File: src/sv/cbi_pkg.sv
// ----------------------------------------------------------------------------
// Bicubic upscaler package
// Shared types, register indexes and constants of the Catmull-Rom upscaler.
// ----------------------------------------------------------------------------
`default_nettype none

package cbi_pkg;

  // Source store geometry and sample format.
  localparam int MAX_COLS    = 32;
  localparam int MAX_ROWS    = 32;
  localparam int MAX_SCALE   = 8;
  localparam int SAMPLE_BITS = 16;
  localparam int COORD_BITS  = 5;
  localparam int ADDR_BITS   = 10;

  // Width of an unsaturated intermediate of a cubic pass.
  localparam int LANE_W = 22;

  // Configuration register indexes.
  typedef enum logic [1:0] {
    CFG_SRC_COLS = 2'd0,
    CFG_SRC_ROWS = 2'd1,
    CFG_SCALE    = 2'd2
  } cfg_idx_t;

  // Back-end sequencer states.
  typedef enum logic [3:0] {
    ST_IDLE,
    ST_FETCH,
    ST_C1, ST_C2, ST_C3, ST_C4,
    ST_R1, ST_R2, ST_R3, ST_R4,
    ST_PUT
  } bk_state_t;

  // A classified command waiting in the queue.
  typedef struct packed {
    logic                          is_emit;
    logic [COORD_BITS-1:0]         row;
    logic [COORD_BITS-1:0]         col;
    logic [COORD_BITS-1:0]         row_max;
    logic [COORD_BITS-1:0]         col_max;
    logic [3:0]                    scale;
    logic signed [SAMPLE_BITS-1:0] sample;
  } cmd_t;

  // Step strobes of one cubic lane.
  typedef struct packed {
    logic s1;
    logic s2;
    logic s3;
    logic s4;
  } lane_ctl_t;

  // Fractions floor(256*k/scale) in Q0.8, indexed {scale-1, k}.
  localparam logic [7:0] FRAC_TBL [64] = '{
    8'd0, 8'd0,   8'd0,   8'd0,   8'd0,   8'd0,   8'd0,   8'd0,
    8'd0, 8'd128, 8'd0,   8'd0,   8'd0,   8'd0,   8'd0,   8'd0,
    8'd0, 8'd85,  8'd170, 8'd0,   8'd0,   8'd0,   8'd0,   8'd0,
    8'd0, 8'd64,  8'd128, 8'd192, 8'd0,   8'd0,   8'd0,   8'd0,
    8'd0, 8'd51,  8'd102, 8'd153, 8'd204, 8'd0,   8'd0,   8'd0,
    8'd0, 8'd42,  8'd85,  8'd128, 8'd170, 8'd213, 8'd0,   8'd0,
    8'd0, 8'd36,  8'd73,  8'd109, 8'd146, 8'd182, 8'd219, 8'd0,
    8'd0, 8'd32,  8'd64,  8'd96,  8'd128, 8'd160, 8'd192, 8'd224
  };

endpackage

`default_nettype wire

File: src/sv/cbi_if.sv
// ----------------------------------------------------------------------------
// Bicubic upscaler channels
// Valid/ready interfaces for the command input and the sample output.
// ----------------------------------------------------------------------------
`default_nettype none

interface cbi_in_if;
  logic                            valid;
  logic                            ready;
  logic                            action;
  logic [4:0]                      row;
  logic [4:0]                      col;
  logic signed [15:0]              sample;
  modport source (output valid, action, row, col, sample, input ready);
  modport sink   (input valid, action, row, col, sample, output ready);
endinterface


`default_nettype wire

File: src/sv/cbi_front.sv
// ----------------------------------------------------------------------------
// Upscaler front end
// Holds the configuration, classifies commands and queues them for the back.
// ----------------------------------------------------------------------------
`default_nettype none

module cbi_front (
  input  wire logic          clk,
  input  wire logic          rst_n,
  cbi_in_if.sink             in_ch,
  input  wire logic          cfg_we,
  input  wire logic [1:0]    cfg_idx,
  input  wire logic [5:0]    cfg_wdata,
  output cbi_pkg::cmd_t      cmd,
  output logic               cmd_valid,
  input  wire logic          cmd_pop
);
  import cbi_pkg::*;

  logic [5:0] src_cols_r;
  logic [5:0] src_rows_r;
  logic [3:0] scale_r;

  logic [COORD_BITS-1:0] col_max;
  logic [COORD_BITS-1:0] row_max;
  logic [3:0]            scale_eff;
  logic                  keep;
  logic                  push;
  cmd_t                  cmd_new;

  cmd_t       q_r [2];
  logic       wptr_r;
  logic       rptr_r;
  logic [1:0] cnt_r;

  // Configuration registers.
  always_ff @(posedge clk) begin
    if (!rst_n) begin
      src_cols_r <= 6'd24;
      src_rows_r <= 6'd8;
      scale_r    <= 4'd8;
    end else if (cfg_we) begin
      unique case (cfg_idx)
        CFG_SRC_COLS: src_cols_r <= cfg_wdata;
        CFG_SRC_ROWS: src_rows_r <= cfg_wdata;
        CFG_SCALE:    scale_r    <= cfg_wdata[3:0];
        default:      ;
      endcase
    end
  end

  // Clamp the registers to their usable ranges and classify the command.
  always_comb begin
    if (src_cols_r == 6'd0) begin
      col_max = '0;
    end else if (src_cols_r > 6'(MAX_COLS)) begin
      col_max = COORD_BITS'(MAX_COLS - 1);
    end else begin
      col_max = COORD_BITS'(src_cols_r - 6'd1);
    end
    if (src_rows_r == 6'd0) begin
      row_max = '0;
    end else if (src_rows_r > 6'(MAX_ROWS)) begin
      row_max = COORD_BITS'(MAX_ROWS - 1);
    end else begin
      row_max = COORD_BITS'(src_rows_r - 6'd1);
    end
    if (scale_r == 4'd0) begin
      scale_eff = 4'd1;
    end else if (scale_r > 4'(MAX_SCALE)) begin
      scale_eff = 4'(MAX_SCALE);
    end else begin
      scale_eff = scale_r;
    end
    keep = !in_ch.action || ((in_ch.row <= row_max) && (in_ch.col <= col_max));
    cmd_new.is_emit = in_ch.action;
    cmd_new.row     = in_ch.row;
    cmd_new.col     = in_ch.col;
    cmd_new.row_max = row_max;
    cmd_new.col_max = col_max;
    cmd_new.scale   = scale_eff;
    cmd_new.sample  = in_ch.sample;
  end

  assign in_ch.ready = (cnt_r != 2'd2);
  assign push        = in_ch.valid && in_ch.ready && keep;

  // Two-entry command queue; emits outside the image are dropped here.
  always_ff @(posedge clk) begin
    if (!rst_n) begin
      wptr_r <= 1'b0;
      rptr_r <= 1'b0;
      cnt_r  <= 2'd0;
    end else begin
      if (push) begin
        wptr_r <= ~wptr_r;
      end
      if (cmd_pop) begin
        rptr_r <= ~rptr_r;
      end
      cnt_r <= cnt_r + 2'(push) - 2'(cmd_pop);
    end
  end

  always_ff @(posedge clk) begin
    if (push) begin
      q_r[wptr_r] <= cmd_new;
    end
  end

  assign cmd       = q_r[rptr_r];
  assign cmd_valid = (cnt_r != 2'd0);

endmodule

`default_nettype wire

File: src/flat_wrapper.sv
// flat-port wrapper written by rule: the top's interface ports become plain ports
module cbi_front_flat import cbi_pkg::*;
  (clk, rst_n, cfg_we, cfg_idx, cfg_wdata, cmd, cmd_valid, cmd_pop, in_ch_valid, in_ch_action, in_ch_row, in_ch_col, in_ch_sample, in_ch_ready);
  cbi_in_if in_ch_i ();
  input  wire logic clk;
  input  wire logic rst_n;
  input  wire logic cfg_we;
  input  wire logic [1:0] cfg_idx;
  input  wire logic [5:0] cfg_wdata;
  output cbi_pkg::cmd_t cmd;
  output logic cmd_valid;
  input  wire logic cmd_pop;
  input wire logic [$bits(in_ch_i.valid)-1:0] in_ch_valid;
  input wire logic [$bits(in_ch_i.action)-1:0] in_ch_action;
  input wire logic [$bits(in_ch_i.row)-1:0] in_ch_row;
  input wire logic [$bits(in_ch_i.col)-1:0] in_ch_col;
  input wire logic [$bits(in_ch_i.sample)-1:0] in_ch_sample;
  output wire logic [$bits(in_ch_i.ready)-1:0] in_ch_ready;
  assign in_ch_i.valid = in_ch_valid;
  assign in_ch_i.action = in_ch_action;
  assign in_ch_i.row = in_ch_row;
  assign in_ch_i.col = in_ch_col;
  assign in_ch_i.sample = in_ch_sample;
  assign in_ch_ready = in_ch_i.ready;
  cbi_front u_core (.clk(clk), .rst_n(rst_n), .in_ch(in_ch_i), .cfg_we(cfg_we), .cfg_idx(cfg_idx), .cfg_wdata(cfg_wdata), .cmd(cmd), .cmd_valid(cmd_valid), .cmd_pop(cmd_pop));
endmodule
File: config.mk
export PLATFORM = sky130hd
export DESIGN_NAME = cbi_front_flat
export DESIGN_NICKNAME = d
export VERILOG_FILES = /design/src/sv/cbi_pkg.sv /design/src/sv/cbi_if.sv /design/src/sv/cbi_front.sv /design/src/flat_wrapper.sv
export SDC_FILE = /design/constraint.sdc
export NUM_CORES = 1
export LEC_CHECK = 0
export BUFFER_PORTS_ARGS = -buffer_cell sky130_fd_sc_hd__buf_2
export CAP_MARGIN = 20
export CORE_MARGIN = 5
export CORE_UTILIZATION = 59
export DETAILED_ROUTE_END_ITERATION = 8
export PLACE_DENSITY = 0.84
export SLEW_MARGIN = 0
export SYNTH_ARGS = -nofsm -noshare
export SYNTH_HDL_FRONTEND = slang
export SYNTH_SLANG_ARGS = --single-unit
File: constraint.sdc
create_clock -name clk -period 13 [get_ports clk]
set_input_delay 0.65 -clock clk [delete_from_list [all_inputs] [get_ports clk]]
set_output_delay 0.65 -clock clk [all_outputs]
set_load 0.03 [all_outputs]
## After elaboration in Yosys (flattened, before gate mapping)

Memory sizes are Yosys's and may differ from the RTL's. A register that Yosys moved wholly into a read port is not among the register bits.
Index checks and enable logic that the tools add are counted.

- Add/subtract/negate cells: 4
- $lt $le $gt $ge: 5
- Eq/ne operators: 3
- Multiplexer cells: 10
- Bitwise gates (word level): 2
- Reduce and logical (&&, ||, !) cells: 13

Operator list:

| kind | number |
|---|---|
| $mux W5 | 4 |
| $gt A6 B6 Y1 const B | 2 |
| $logic_not A6 Y1 | 2 |
| $le A5 B5 Y1 | 2 |
| $sub A5 B1 Y5 const B | 2 |
| $mux W4 | 2 |
| $reduce_and A2 Y1 | 3 |
| $gt A4 B4 Y1 const B | 1 |
| $logic_not A4 Y1 | 1 |
| $mux W1 | 4 |
| $logic_and A1 B1 Y1 | 3 |
| $add A2 B1 Y2 | 1 |
| $eq A2 B1 Y1 const B | 1 |
| $eq A2 B2 Y1 const B | 1 |
| $logic_not A2 Y1 | 1 |
| $ne A2 B2 Y1 const B | 1 |
| $not A1 Y1 | 2 |
| $reduce_bool A2 Y1 | 1 |
| $sub A2 B1 Y2 | 1 |
| $logic_not A1 Y1 | 1 |
| $logic_or A1 B1 Y1 | 1 |

- Register bits after elaboration: 20
- RAM bits: 82
- Input bits: 40
- Output and inout bits: 43
- Memories kept: 1

Memory list:

| name | depth | width | read ports | clocked after Yosys merged registers in | write ports | line | text |
|---|---|---|---|---|---|---|---|
| u_core.q_r | 2 | 41 | 1 | 1 | 1 | cbi_front.sv:31 | `cmd_t q_r [2];` |

## Longest topological paths before layout

- Word-level depth: 9
- Depth in mapped cells: 18
- Depth with buffers taken out: 18

## Worst setup path before layout

OpenSTA, ideal clock, no wires.

- Kind: register to register
- Start point: reg u_core.src_rows_r[0]
- End point: mem u_core.q_r[0][0] (netlist name) (enable)
- Setup time: 440 ps
- Arrival time: 3749 ps
- Data required time: 12560 ps
- Path slack: 8811 ps
- Stages on the path, launching flop included: 13
- Path buffers: 0
- Period minus slack after synthesis: 4189 ps
- Cell sequence: dfxtp_1 inv_1 ha_1 nand2b_1 nor3_4 o21ai_0 o41ai_1 ha_1 a21oi_2 a21oi_1 a211oi_2 o2111ai_2 nor2_1

- Word-level cells in the longest chain between the ends: 9
- Elaborated cells between the ends (all ways): 11
- Those cells by class: add/sub: 1; order compare: 2; mux: 4; reduce/logical: 4

Ends and longest elaborated chain:

| element | line | text |
|---|---|---|
| from (decl) | cbi_front.sv:21 | `logic [5:0] src_rows_r;` |
| from (signal assigned) | cbi_front.sv:45 | `CFG_SRC_ROWS: src_rows_r <= cfg_wdata;` |
| $sub A5 B1 Y5 / $gt A6 B6 Y1 (equally long branches) | cbi_front.sv:66, cbi_front.sv:63 |  |
| $mux W5 | cbi_front.sv:63 | `end else if (src_rows_r > 6'(MAX_ROWS)) begin` |
| $mux W5 * | cbi_front.sv:61 | `if (src_rows_r == 6'd0) begin` |
| $le A5 B5 Y1 * | cbi_front.sv:75 | `keep = !in_ch.action \|\| ((in_ch.row <= row_max) && (in_ch.col <= col_max));` |
| $logic_and A1 B1 Y1 * | cbi_front.sv:75 |  |
| $logic_or A1 B1 Y1 * | cbi_front.sv:75 |  |
| $logic_and A1 B1 Y1 * | cbi_front.sv:86 | `assign push = in_ch.valid && in_ch.ready && keep;` |
| $mux W1 * | cbi_front.sv:106 | `if (push) begin` |
| $mux W1 (implied by the code) * | cbi_front.sv:107 | `q_r[wptr_r] <= cmd_new;` |
| to (decl) | cbi_front.sv:31 |  |

Every way passes the cells marked *; elsewhere a longest branch is shown, timed or not.

## Worst setup path in the final report

- Start point: reg u_core.src_cols_r[0]
- End point: reg u_core.cnt_r[1]

- Word-level cells in the longest chain between the ends: 9
- Elaborated cells between the ends (all ways): 11
- Those cells by class: add/sub: 3; order compare: 2; mux: 2; reduce/logical: 4

Ends and longest elaborated chain:

| element | line | text |
|---|---|---|
| from (decl) | cbi_front.sv:20 | `logic [5:0] src_cols_r;` |
| from (signal assigned) | cbi_front.sv:44 | `CFG_SRC_COLS: src_cols_r <= cfg_wdata;` |
| $sub A5 B1 Y5 / $gt A6 B6 Y1 (equally long branches) | cbi_front.sv:59, cbi_front.sv:56 |  |
| $mux W5 | cbi_front.sv:56 | `end else if (src_cols_r > 6'(MAX_COLS)) begin` |
| $mux W5 * | cbi_front.sv:54 | `if (src_cols_r == 6'd0) begin` |
| $le A5 B5 Y1 * | cbi_front.sv:75 |  |
| $logic_and A1 B1 Y1 * | cbi_front.sv:75 |  |
| $logic_or A1 B1 Y1 * | cbi_front.sv:75 |  |
| $logic_and A1 B1 Y1 * | cbi_front.sv:86 |  |
| $add A2 B1 Y2 * | cbi_front.sv:101 | `cnt_r <= cnt_r + 2'(push) - 2'(cmd_pop);` |
| $sub A2 B1 Y2 * | cbi_front.sv:101 |  |
| to (signal assigned) | cbi_front.sv:101 |  |
| to (decl) | cbi_front.sv:34 | `logic [1:0] cnt_r;` |

Marks and branches as above.
A chain may end at the register's enable or synchronous reset.

==> out/metrics.csv <==
stage,metric,value,unit
yosys,Synthesized Nets,361,
floorplan,Initial Util,0.610,
sta,max frequency,291,MHz
floorplan,Die Wd,96.8,µm
pwr,combinational share of power,0.212,
hold_path,Worst Hold Depth,1,
clock_network,Num Clock Sinks,103,
grt,initial antenna violation count,0,
clock_network,Hold Buf Count CTS,0,
job,Max Cap Violations,0,
yosys,mux contribution to synthesized area,0.135,
drt,Post-Route M1 WL,3.52,mm
hold_path,Hold Crit Start,in_ch_sample[7],
clock_network,Num CTS Buffers,9,
yosys,#FFs+latches synth,103,
setup_path,R2R Path End,u_core.cnt_r[1],
finish,fin area,5200,µm²
pwr,pwr/cell area,150,nW/µm²
finish,Ant. Diodes,0,
floorplan,Std-Cell Rows,31,
setup_path,Reg2Reg Setup Slack,9.56,ns
place,Area after DPL,4970,µm²
drt,drt first-iter violations,104,
grt,first-pass GRT wire length,13.1,mm
drt,number of remaining DRC errors,0,
setup_path,CP Max Fanout,7,
finish,"Net count, final",446,
clock_network,root buffer cell,clkbuf_8,
setup_path,WP data arrival,3.70,ns
sta,period utilization,0.265,
yosys,post-synth cell types,42,
drt,final wirelength,7.93,mm
yosys,Gate Count Post-Synth,305,
setup_path,Worst Setup SP,u_core.src_cols_r[0],
drt,DR top layer,met4,
grt,vias in the first global route,2700,
status,status,"finished, final reports clean",
pwr,Sw Share,0.299,
drt,vias per cell,5.37,
pwr,Sequential Power Share,0.523,
grt,largest net degree at the start of global routing,42,
sta,relative max-transition margin,0.355,
floorplan,die area,9370,µm²
setup_path,R2R cell count,16,
setup_path,Worst Setup Path Type,flop to flop,
drt,DR WL/cell,16.1,µm
yosys,Synth warnings,0,
sta,Final setup viols,0,
yosys,top cell type by total area after synthesis,edfxtp_1,
pwr,static leakage,1.97,nW
yosys,post-synthesis compound-gate area fraction,0.0448,
yosys,adder-cell share of the synthesized area,0.0450,
sta,final setup margin,9.56,ns
yosys,ys async rst share,0,
hold_path,sink of the worst hold path,u_core.q_r[0][7],
place,Setup WS pre-CTS,9.31,ns
drt,routed wl met3,406,µm
setup_path,Worst setup SP type,flop,
yosys,sequential share of the synthesized area,0.648,
setup_path,Crit Reg-Reg Startpoint,u_core.src_cols_r[0],
pwr,Max VDD drop,55.9,µV
finish,fillers,485,
setup_path,Critical Path RT,13.26,ns
yosys,Post-Synth XOR/XNOR Area,0.0138,
drt,first-pass iteration count of the detailed router,4,
drt,Antenna Violating Nets Remaining,0,
clock_network,clk_lat worst skew,0.36,ns
sta,Final Max Slew Viols,0,
drt,via count,2654,
yosys,Avg Synthesized Cell Area,14.6,µm²
finish,Layout area overhead,17.1,%
floorplan,Die Ht,96.8,µm
hold_path,Hold Path Class,primary input to flop,
finish,layout cell share with drive strength beyond 1,0.403,
finish,final design utilization,0.714,
yosys,Simple-Gate Fraction of Synth Area,0.0881,
floorplan,IO Pins,83,
pwr,clock group share of total power,0.266,
clock_network,post-CTS sizing,0,
sta,Layout Skew,0.0142,ns
yosys,largest family of logic cells by synthesized area,multiplexers,
clock_network,Worst-path clk slew,0.11,ns
setup_path,Critical Path End Type,flop,
sta,Fin. Hold Viols,0,
drt,routed wl met2,3.91,mm
yosys,Synth top area share,0.554,
floorplan,core region area,7290,µm²
clock_network,Post CTS Setup Buffer Count,0,
clock_network,CTS Buffer Depth,2,
clock_network,CTS tree,built,
yosys,Mapped Area,4450,µm²
place,hpwl dp,5.57,mm
sta,Slew @ Worst Pin,0.968,ns
place,routability congestion estimate,0.797,
clock_network,H-tree depth,3,
grt,Global Route Usage Sum,0.175,
finish,Finished Layout Cells,494,
pwr,sw power,0.234,mW
place,I/O Buffers,82,
sta,Setup TNS Final,0,ns
sta,RSZ-0062 raised after global routing,false,
pwr,cell-internal power,0.549,mW
yosys,Post-synth top flop,edfxtp_1,
yosys,number of synthesized flops with an enable pin,82,
place,dpl cells,477,
yosys,largest cells by area after synthesis,"edfxtp_1 55%, mux2_2 10%, dfxtp_1 9.5%",
sta,Period minus WS final,3.44,ns
grt,total grt overflow,0,
per-layer routing:
metal | vias to the layer above | global-route usage
li1 | 1282 | -
met1 | 1287 | 0.221
met2 | 76 | 0.291
met3 | 9 | 0.0540
met4 | 0 | 0.0497
met5 | - | 0
state kept, by name, summed over array words and instances (netlist names), named ones only:
name,cells
u_core.q_r,82
u_core.scale_r,4
u_core.cnt_r,2
u_core.src_cols_r,6
u_core.wptr_r,1
u_core.src_rows_r,6
u_core.rptr_r,1
power groups by stage:
stage | combinational [mW] | sequential (mW) | clock, mW
4_1_cts | 0.164 | 0.410 | 0.211
3_3_place_gp | 0.159 | 0.415 | 0
3_5_place_dp | 0.163 | 0.417 | 0
5_1_grt | 0.178 | 0.412 | 0.227
2_1_floorplan | 0.122 | 0.409 | 0
6_report | 0.165 | 0.409 | 0.208
cell type report:
type / count / area [µm²] / area share
timing repair buffer: 84 / 450 / 0.0866
multi-input combinational: 175 / 1470 / 0.282
clock buffer: 9 / 124 / 0.0238
inverter: 17 / 63.8 / 0.0123
tap: 99 / 124 / 0.0238
clock inverter: 7 / 88.8 / 0.0171
sequential: 103 / 2880 / 0.554
synth_stat cells (3+ instances only):
cell type,n
nand2_1,18
nand3b_1,3
nor2b_1,14
edfxtp_1,82
nor2_1,12
mux2i_1,14
dfxtp_1,21
o21ai_0,9
ha_1,16
and2_1,4
clkbuf_1,4
xnor2_1,6
inv_1,15
buf_2,5
a21oi_1,8
nand2b_1,3
mux2_2,41
through the flow:
| stage | hold slack [ns] | power [mW] |
|---|---|---|
| 2_1_floorplan | 0.451 | 0.531 |
| 3_3_place_gp | 0.490 | 0.574 |
| 3_5_place_dp | 0.513 | 0.580 |
| 4_1_cts | 0.457 | 0.785 |
| 5_1_grt | 0.436 | 0.818 |
| 6_report | 0.464 | 0.782 |
worst max-delay path, cell delays in order, from the launching register on:
cell       delay [ns]
dfxtp_1          0.33
inv_1            0.11
ha_1             0.20
nor4b_4          0.37
nand2_2          0.11
a21oi_2          0.21
ha_1             0.28
o21ai_1          0.13
a21oi_1          0.06
o31ai_2          0.25
o2111ai_2        0.30
ha_1             0.36
inv_1            0.04
ha_1             0.19
xnor2_1          0.14
xnor2_1          0.12
and2_1           0.15
worst max-delay path by stage:
stage	endpoint	slack [ns]	cells past startpoint
after CTS	u_core.q_r[0][30]	9.27	12
final	u_core.cnt_r[1]	9.56	16
after global placement	u_core.q_r[1][16]	9.47	11
after floorplan	u_core.q_r[0][0]	8.81	12
after global routing	u_core.cnt_r[1]	9.25	16
after detailed placement	u_core.q_r[0][6]	9.31	11
cells by family after synthesis:
kind of cell | Yosys count
flip-flops | 103
AND/OR/NAND/NOR | 67
multiplexers | 55
AO/OA/AOI/OAI | 30
buffers and inverters | 27
adder cells (fa/ha/maj) | 16
XOR/XNOR | 7
cell usage in the layout (no fill, tap or decap), drive strengths merged, types with 2 or more instances in the layout:
| master | count |
|---|---|
| buf | 84 |
| clkbuf | 9 |
| a21oi | 10 |
| ha | 16 |
| o21ai | 10 |
| clkinv | 2 |
| nor2 | 12 |
| nand2 | 19 |
| nor4b | 2 |
| or2 | 2 |
| nor2b | 14 |
| nand3b | 4 |
| nor3 | 3 |
| o31ai | 2 |
| xnor2 | 6 |
| a31oi | 2 |
| mux2 | 41 |
| inv | 20 |
| o21a | 2 |
| nand2b | 3 |
| edfxtp | 82 |
| dfxtp | 21 |
| mux2i | 14 |
| and2 | 4 |
No activity file was read; power rests on OpenSTA's default activity.
